### src/ipsf_pkg.sv
package ipsf_pkg;

	localparam int SAMPLE_W = 16;
	localparam int GAIN_W   = 24;
	localparam int LIMIT_W  = 15;
	localparam int ERR_W    = SAMPLE_W + 1;
	localparam int ACC_W    = 32;
	localparam int FBK_W    = GAIN_W;
	localparam int FRAC_W   = 16;

	localparam logic [LIMIT_W-1:0] DRIVE_LIMIT_RST = '1;

	typedef enum logic [1:0] {
		REG_PROP_GAIN   = 2'd0,
		REG_INTEG_GAIN  = 2'd1,
		REG_FBK_GAIN    = 2'd2,
		REG_DRIVE_LIMIT = 2'd3
	} cfg_reg_t;

	// loop state carried from one sample to the next
	typedef struct packed {
		logic signed [ERR_W-1:0] error_prev;
		logic signed [ACC_W-1:0] integrated_prev;
		logic signed [FBK_W-1:0] feedback_prev;
	} loop_state_t;

	function automatic logic signed [ACC_W-1:0] sat32(input logic signed [ACC_W:0] v);
		logic signed [ACC_W-1:0] r;
		if (v[ACC_W] != v[ACC_W-1])
			r = v[ACC_W] ? {1'b1, {(ACC_W-1){1'b0}}} : {1'b0, {(ACC_W-1){1'b1}}};
		else
			r = v[ACC_W-1:0];
		return r;
	endfunction

endpackage

### src/ipsf_core.sv
module ipsf_core (
	input  logic signed [ipsf_pkg::SAMPLE_W-1:0] setpoint,
	input  logic signed [ipsf_pkg::SAMPLE_W-1:0] measured,
	input  logic [ipsf_pkg::GAIN_W-1:0]          prop_gain,
	input  logic [ipsf_pkg::GAIN_W-1:0]          integ_gain,
	input  logic signed [ipsf_pkg::GAIN_W-1:0]   fbk_gain,
	input  logic [ipsf_pkg::LIMIT_W-1:0]         drive_limit,
	input  ipsf_pkg::loop_state_t                st,
	output ipsf_pkg::loop_state_t                st_next,
	output logic signed [ipsf_pkg::SAMPLE_W-1:0] drive,
	output logic                                 clamped
);

	localparam int EW = ipsf_pkg::ERR_W;
	localparam int DW = EW + 1;
	localparam int GW = ipsf_pkg::GAIN_W;
	localparam int AW = ipsf_pkg::ACC_W;
	localparam int FW = ipsf_pkg::FRAC_W;
	localparam int SW = ipsf_pkg::SAMPLE_W;
	localparam int PW = GW + 1 + DW;
	localparam int IW = GW + 1 + EW;
	localparam int QW = GW + SW;
	localparam int BW = ipsf_pkg::FBK_W + 2;

	logic signed [EW-1:0]   err;
	logic signed [DW-1:0]   derr;
	logic signed [PW-1:0]   pprod;
	logic signed [IW-1:0]   iprod;
	logic signed [QW-1:0]   fprod;
	logic signed [PW-FW-1:0] pterm;
	logic signed [IW-FW-1:0] iterm;
	logic signed [AW-1:0]   sum1;
	logic signed [AW-1:0]   u_raw;
	logic signed [BW-1:0]   hi;
	logic signed [BW-1:0]   lo;
	logic signed [AW-1:0]   u_clip;
	logic signed [QW-FW-1:0] fb;
	logic signed [AW:0]     diff;
	logic signed [AW:0]     lim_pos;
	logic signed [AW:0]     lim_neg;

	assign err  = {setpoint[SW-1], setpoint} - {measured[SW-1], measured};
	assign derr = {err[EW-1], err} - {st.error_prev[EW-1], st.error_prev};

	assign pprod = $signed({1'b0, prop_gain}) * derr;
	assign iprod = $signed({1'b0, integ_gain}) * err;
	assign fprod = fbk_gain * measured;

	// arithmetic shift by dropping fraction bits: floor rounding
	assign pterm = pprod[PW-1:FW];
	assign iterm = iprod[IW-1:FW];
	assign fb    = fprod[QW-1:FW];

	assign sum1  = ipsf_pkg::sat32({st.integrated_prev[AW-1], st.integrated_prev}
		+ (AW+1)'(pterm));
	assign u_raw = ipsf_pkg::sat32({sum1[AW-1], sum1} + (AW+1)'(iterm));

	// window around the previous feedback term; cannot overflow 32 bits
	assign hi = BW'(st.feedback_prev) + BW'({1'b0, drive_limit});
	assign lo = BW'(st.feedback_prev) - BW'({1'b0, drive_limit});

	always_comb begin
		if (u_raw > AW'(hi))
			u_clip = AW'(hi);
		else if (u_raw < AW'(lo))
			u_clip = AW'(lo);
		else
			u_clip = u_raw;
	end

	assign diff    = {u_clip[AW-1], u_clip} - (AW+1)'(fb);
	assign lim_pos = (AW+1)'({1'b0, drive_limit});
	assign lim_neg = -lim_pos;

	always_comb begin
		clamped = 1'b1;
		if (diff > lim_pos)
			drive = SW'(lim_pos);
		else if (diff < lim_neg)
			drive = SW'(lim_neg);
		else begin
			drive   = diff[SW-1:0];
			clamped = 1'b0;
		end
	end

	assign st_next.error_prev      = err;
	assign st_next.integrated_prev = u_clip;
	assign st_next.feedback_prev   = fb;

endmodule

### src/incremental_pi_state_feedback.sv
// Incremental PI controller with inner state feedback and a symmetric output clamp.
// One setpoint/measured pair goes in per transfer and one drive value comes out per
// transfer, in order. Throughput is one sample per clock unless the output stalls; output
// valid rises once the input register has captured the sample at the transfer and the
// result register has captured its result. The loop state (previous error, previous PI
// output, previous feedback term) updates in the same cycle the result is registered,
// so the combinational datapath from input register through the three multipliers and
// clamps to the state and result registers sets the clock rate. Gains written on the
// cfg port take effect on the next sample; write them only while no sample is in flight.
module incremental_pi_state_feedback (
	input  logic        clk,
	input  logic        arst_n,
	input  logic        s_tvalid,
	output logic        s_tready,
	input  logic [31:0] s_tdata,   // [15:0] setpoint, [31:16] measured
	output logic        m_tvalid,
	input  logic        m_tready,
	output logic [15:0] m_tdata,   // [15:0] drive
	output logic        m_tuser,   // [0] clamped
	input  logic        cfg_we,
	input  logic [1:0]  cfg_addr,
	input  logic [23:0] cfg_wdata
);

	localparam int SW = ipsf_pkg::SAMPLE_W;
	localparam int GW = ipsf_pkg::GAIN_W;
	localparam int LW = ipsf_pkg::LIMIT_W;

	logic [GW-1:0]          prop_gain_q;
	logic [GW-1:0]          integ_gain_q;
	logic signed [GW-1:0]   fbk_gain_q;
	logic [LW-1:0]          drive_limit_q;

	logic                   valid_s1;
	logic signed [SW-1:0]   setpoint_s1;
	logic signed [SW-1:0]   measured_s1;
	logic                   advance;

	ipsf_pkg::loop_state_t  state_q;
	ipsf_pkg::loop_state_t  state_next;
	logic signed [SW-1:0]   drive;
	logic                   clamped;

	logic                   valid_s2;
	logic [SW-1:0]          drive_s2;
	logic                   clamped_s2;

	always_ff @(posedge clk or negedge arst_n) begin
		if (!arst_n) begin
			prop_gain_q   <= '0;
			integ_gain_q  <= '0;
			fbk_gain_q    <= '0;
			drive_limit_q <= ipsf_pkg::DRIVE_LIMIT_RST;
		end else if (cfg_we) begin
			case (ipsf_pkg::cfg_reg_t'(cfg_addr))
				ipsf_pkg::REG_PROP_GAIN:   prop_gain_q   <= cfg_wdata[GW-1:0];
				ipsf_pkg::REG_INTEG_GAIN:  integ_gain_q  <= cfg_wdata[GW-1:0];
				ipsf_pkg::REG_FBK_GAIN:    fbk_gain_q    <= cfg_wdata[GW-1:0];
				ipsf_pkg::REG_DRIVE_LIMIT: drive_limit_q <= cfg_wdata[LW-1:0];
				default: ;
			endcase
		end
	end

	// result register free or being drained this cycle
	assign advance  = !valid_s2 || m_tready;
	assign s_tready = !valid_s1 || advance;

	always_ff @(posedge clk or negedge arst_n) begin
		if (!arst_n)
			valid_s1 <= 1'b0;
		else if (s_tready)
			valid_s1 <= s_tvalid;
	end

	always_ff @(posedge clk) begin
		if (s_tready && s_tvalid) begin
			setpoint_s1 <= s_tdata[SW-1:0];
			measured_s1 <= s_tdata[2*SW-1:SW];
		end
	end

	ipsf_core u_core (
		.setpoint    (setpoint_s1),
		.measured    (measured_s1),
		.prop_gain   (prop_gain_q),
		.integ_gain  (integ_gain_q),
		.fbk_gain    (fbk_gain_q),
		.drive_limit (drive_limit_q),
		.st          (state_q),
		.st_next     (state_next),
		.drive       (drive),
		.clamped     (clamped)
	);

	always_ff @(posedge clk or negedge arst_n) begin
		if (!arst_n) begin
			state_q  <= '0;
			valid_s2 <= 1'b0;
		end else if (advance) begin
			valid_s2 <= valid_s1;
			if (valid_s1)
				state_q <= state_next;
		end
	end

	always_ff @(posedge clk) begin
		if (advance && valid_s1) begin
			drive_s2   <= drive;
			clamped_s2 <= clamped;
		end
	end

	assign m_tvalid = valid_s2;
	assign m_tdata  = drive_s2;
	assign m_tuser  = clamped_s2;

endmodule
### config.mk
export PLATFORM = sky130hd
export DESIGN_NAME = incremental_pi_state_feedback
export DESIGN_NICKNAME = d
export VERILOG_FILES = /design/src/ipsf_pkg.sv /design/src/ipsf_core.sv /design/src/incremental_pi_state_feedback.sv
export SDC_FILE = /design/constraint.sdc
export NUM_CORES = 2
export LEC_CHECK = 0
export ABC_AREA = 1
export BUFFER_PORTS_ARGS = -buffer_cell sky130_fd_sc_hd__buf_2
export CAP_MARGIN = 20
export CORE_MARGIN = 2
export CORE_UTILIZATION = 28
export DETAILED_ROUTE_END_ITERATION = 7
export HOLD_SLACK_MARGIN = 0.15
export PLACE_DENSITY = 0.39
export SLEW_MARGIN = 30
export SYNTH_ARGS = -nofsm -noshare
export SYNTH_HDL_FRONTEND = slang
export SYNTH_HIERARCHICAL = 1
export SYNTH_SLANG_ARGS = --single-unit
export TNS_END_PERCENT = 30
### constraint.sdc
create_clock -name clk -period 24.2 [get_ports clk]
set_input_delay 1.21 -clock clk [delete_from_list [all_inputs] [get_ports clk]]
set_output_delay 1.21 -clock clk [all_outputs]
set_load 0.05 [all_outputs]
# Yosys cells after proc, flatten, opt, wreduce, memory -nomap -nowiden
# Cells that the tools add are included.
[totals]
register_bits = 211
input_bits = 63
output_inout_bits = 19
[op_classes]
eq_ne = 5
n_mul = 3
order_cmp = 4
mux = 9
addsub = 8
reduce_logical = 12
[ops]
columns = ["cell", "n"]
rows = [
  ["$mux 32", 6],
  ["$mul 25x18->43", 1],
  ["$mul 25x17->42", 1],
  ["$mul 24x16->40", 1],
  ["$add 32x26->33", 1],
  ["$add 32x27->33", 1],
  ["$gt 33x16->1", 1],
  ["$lt 33x33->1", 1],
  ["$neg 15->33", 1],
  ["$sub 32x24->33", 1],
  ["$gt 32x25->1", 1],
  ["$lt 32x25->1", 1],
  ["$add 24x16->25", 1],
  ["$sub 24x16->25", 1],
  ["$sub 17x17->18", 1],
  ["$sub 16x16->17", 1],
  ["$mux 16", 1],
  ["$mux 15", 1],
  ["$reduce_and 2->1", 5],
  ["$eq 2x2->1 const B", 2],
  ["$eq 2x1->1 const B", 1],
  ["$logic_and 1x1->1", 2],
  ["$logic_not 1->1", 2],
  ["$logic_not 2->1", 1],
  ["other kinds (3)", 5],
]

# Depth between registers and ports, before layout
[depth]
word_depth = 16
depth_mapped = 143
ltp_nobuf = 136

# Hierarchy
# Netlist, hierarchy kept.
[modules_own_cells]
columns = ["module", "area_per_inst_um2", "instances", "seq_area_each_um2", "cells_per_inst"]
rows = [
  ["ipsf_core", 53472.5, 1, 0.0, 7268],
  ["incremental_pi_state_feedback", 7941.4, 1, 5544.1, 760],
]

# Worst setup path after synthesis
# OpenSTA, ideal clock, no wires.
[synth_path]
kind = "reg2reg"
from = "reg measured_s1[2]"
to = "reg drive_s2[5], in the netlist m_tdata[5] (data pin)"
t_required_ns = 23.947
setup_time_ns = 0.253
path_buffers = 11
path_stages_with_launch = 131
path_slack_ns = 5.149
t_arrival_ns = 18.798
path_cell_list = "edfxtp_1 > clkbuf_1 > clkbuf_1 > inv_1 > ha_1 > a21oi_1 > nand2_1 > or2_2 > nand2_1 > clkinv_1 > clkbuf_1 > ha_1 > nand2_1 > o21ai_1 > a21oi_1 > o21ai_1 > nand2_1 > nand2_1 > [... 95 more ...] > nand3_1 > nor3_1 > a31oi_1 > o2111ai_1 > nand3_1 > nand2_1 > nand2_1 > nand2_1 > o21bai_1 > nand2_1 > nand2_1 > nand2_1 > nand2_1 > nand2_4 > buf_6 > nand2_1 > nand3_2 > nand2_1"
[synth_lines]
columns = ["element", "line_no", "text"]
rows = [
  ["start: declaration", "incremental_pi_state_feedback.sv:36", "logic signed [SW-1:0] measured_s1;"],
  ["start signal: assignment", "incremental_pi_state_feedback.sv:79", "measured_s1 <= s_tdata[2*SW-1:SW];"],
  ["end signal: assignment", "incremental_pi_state_feedback.sv:109", "drive_s2 <= drive;"],
  ["end: declaration", "incremental_pi_state_feedback.sv:45", "logic [SW-1:0] drive_s2;"],
]

==> run_results.csv <==
group,metric,value,unit
cts,cts_buffer_depth,3,
floorplanning,die_h,472,um
yosys,synthFlopType,"dfrtp_1",
drt,viasPerCell,4.76,
yosys,yosysMostFrequentCell,"nand2_1",
timing,final_max_slew_viol_count,0,
setup_path,critPathLaunch,"measured_s1[2]",
global_routing,grt_max_degree,65,
drt,met2_length,117000,um
timing,max_freq,0.0451,GHz
timing,hold_viol_final,0,
timing,rsz0062_at_grt,"no",
setup_path,cp-endpoint,"m_tdata[12]",
drt,top_layer,"met5",
setup_path,ff2ff_path_depth,113,
place,place_hpwl,198000,um
setup_path,rr_endpoint,"m_tdata[12]",
cts,holdBufCountCts,0,
drt,dr_wl_met3,9850,um
yosys,seq_area_frac_synth,9.03,%
floorplanning,rows,171,
worst_hold_path,min_path_type,"reg2reg",
yosys,syn_inst,8028,
place,io_buffers,81,
timing,period_needed,22150,ps
setup_path,cp-end-kind,"flop",
worst_hold_path,hold_start,"state_q[68]",
finish,nets,9778,
drt,drc_errors,0,
setup_path,startpoint_type,"flop",
run,maxCapViolCount,0,
yosys,ys_types,72,
drt,postRouteAntennaNets,0,
setup_path,crit_arrival,22480,ps
place,gp_congestion,0.919,
cts,clock_latency,640,ps
yosys,yosys_warnings,6,
cts,cts_buffers,35,
drt,firstDrtPassIters,7,
run_status,status,"finished, final reports clean",
cts,clk_pin_slew_worst_paths,60,ps
finish,fillCellCount,23800,
global_routing,overflow,0,
setup_path,worstPathBufferInverterCount,18,
setup_path,cpMostUsedCell,"nand2_1",
timing,tightest_slew,1060,ps
timing,setup_tns,0,ps
floorplanning,die_w,472,um
timing,slew_headroom,29.1,%
cts,cts_tree,"built",
yosys,syn_area,0.0614,mm2
global_routing,antenna_found_initial,17,
setup_path,rr_startpoint,"measured_s1[2]",
yosys,syn-num-nets,9797,
setup_path,path_class,"reg2reg",
drt,routedWlPerCell,22.2,um
drt,wl_met1,105000,um
setup_path,critPathMaxStageDelay,520,ps
yosys,synth-seq-cells,211,
timing,fin_crit_sh,91.5,%
setup_path,worstPathRequired,24530,ps
finish,ff_latch_area,0.00555,mm2
yosys,netlist.top_cell.by_area,"fa_1",
drt,drt_first_iter_violations,3473,
timing,setup_viol,0,
cts,cts.sink_count,211,
finish,multi_input_area,0.0478,mm2
finish,drive_above_1_share,5.35,%
cts,clock-root-buffer,"clkbuf_16",
setup_path,cp.depth,113,
global_routing,grt_pass1_vias,56300,
yosys,synth_edf_count,49,
drt,wirelength,242000,um
yosys,yosys.area.top_type_share,34.5,%
floorplanning,initial_core_util,28.2,%
timing,clock_skew,62.1,ps
floorplanning,pin_count,82,
global_routing,grt_pass1_wl,366000,um
cts,cts_max_level,2,
setup_path,cp_max_fo,29,
floorplanning,core-area,0.218,mm2
setup_path,crit_family,"simple AND/OR/NAND/NOR gates",
global_routing,grt_use_total,21.9,%
setup_path,crit_slowest_cell,"fa_1",
floorplanning,dieArea,0.223,mm2
yosys,synth_common_cells,"1,932 x nand2_1, 1,849 x inv_1, 1,059 x fa_1",
yosys,async_reset_ff_share,76.8,%
drt,dr_total_vias,51800,
yosys,synth.avg_cell_area,7.65,um2
finish,area_growth,8.34,%
setup_path,r2r_setup_slack,2050,ps
yosys,synth_area_leaders,"fa_1 35%, ha_1 13%, nand2_1 12%, inv_1 11%, dfrtp_1 6.0%",
==> final cells by class <==
class	instances	share of cell area [%]
sequential	211	8.33
timing repair buffer	211	2.09
inverter	1867	10.5
multi-input combinational	5682	71.8
clock buffer	47	1.51
tap	2854	5.37
clock inverter	15	0.312
antenna	7	0.0263
timing repair inverter	1	0.00752
==> sequential cells by signal (all words and copies together) (netlist names) <==
name / count
setpoint_s1: 16
m_tvalid: 1
fbk_gain_q: 24
integ_gain_q: 24
m_tdata: 16
drive_limit_q: 15
m_tuser: 1
measured_s1: 16
state_q: 73
valid_s1: 1
prop_gain_q: 24
==> worst min-delay path, stage by stage, from the launching register on <==
cell and delay [ps]:
dfrtp_1 340, nand2_1 60, nand2_1 50
==> stage by stage <==
stage               utilization (%)  hold WS (ps)  instances  setup slack, ps  instance area [um2]
floorplan                         -           440       8028             5150                61400
global placement               30.0           454      10800             1690                65200
detailed placement             30.0           462      10800             1630                65200
CTS                            30.5           476      10900             1510                66500
global route                   30.6           499      10900             62.1                66500
finish                         30.6           473      10900             2050                66500
==> cells in the final DEF, fill, tap and decap left out, drive strengths merged, types with 12 or more instances in the layout <==
| cell | Yosys | final |
|---|---|---|
| a21o | 26 | 26 |
| clkinv | 12 | 19 |
| xnor2 | 41 | 41 |
| edfxtp | 49 | 49 |
| nand2 | 1955 | 1955 |
| dfrtp | 147 | 147 |
| or2 | 61 | 61 |
| o21ai | 198 | 198 |
| xor2 | 146 | 146 |
| ha | 647 | 647 |
| a211oi | 12 | 12 |
| inv | 1855 | 1855 |
| nor4 | 22 | 22 |
| nor2 | 577 | 577 |
| buf | 62 | 210 |
| nand4 | 102 | 102 |
| nand3 | 273 | 273 |
| dfstp | 15 | 15 |
| fa | 1059 | 1059 |
| clkbuf | 206 | 48 |
| a21oi | 368 | 368 |
| a31oi | 20 | 20 |
| o21bai | 16 | 16 |
| o21a | 16 | 16 |
| o211ai | 19 | 19 |
| nor3 | 50 | 50 |
==> cell families (layout without fill, tap and decap cells) <==
logic type	count (synthesis)	in the layout	share of synthesized area [%]
flops	211	211	9.03
buf+inv	2135	2141	13.3
simple gates	3059	3059	20.6
fa+ha+maj	1706	1706	47.7
compound gates	730	730	6.72
other cells	0	7	0
xor+xnor	187	187	2.70
==> worst min path at each step <==
stage	end	slack (ps)	cells past startpoint
final	state_q[68]	470	2
after global routing	state_q[59]	500	2
after CTS	state_q[68]	480	2
after detailed placement	state_q[67]	460	2
after global placement	state_q[71]	450	2
after floorplan	integ_gain_q[23]	440	2
==> metal layers <==
layer	up-vias	global-route usage [%]
met5	-	0
met1	26300	28.4
met4	2	7.28
met2	1087	38.1
met3	246	2.14
li1	24200	-
==> what timing repair did <==
item                       CTS  global route
setup buffers                0             4
gates resized for setup      0             7
setup endpoints to repair    0            17
Power is not shown: default switching activity piles up to over one toggle a cycle in this logic, so the estimate is an artifact.
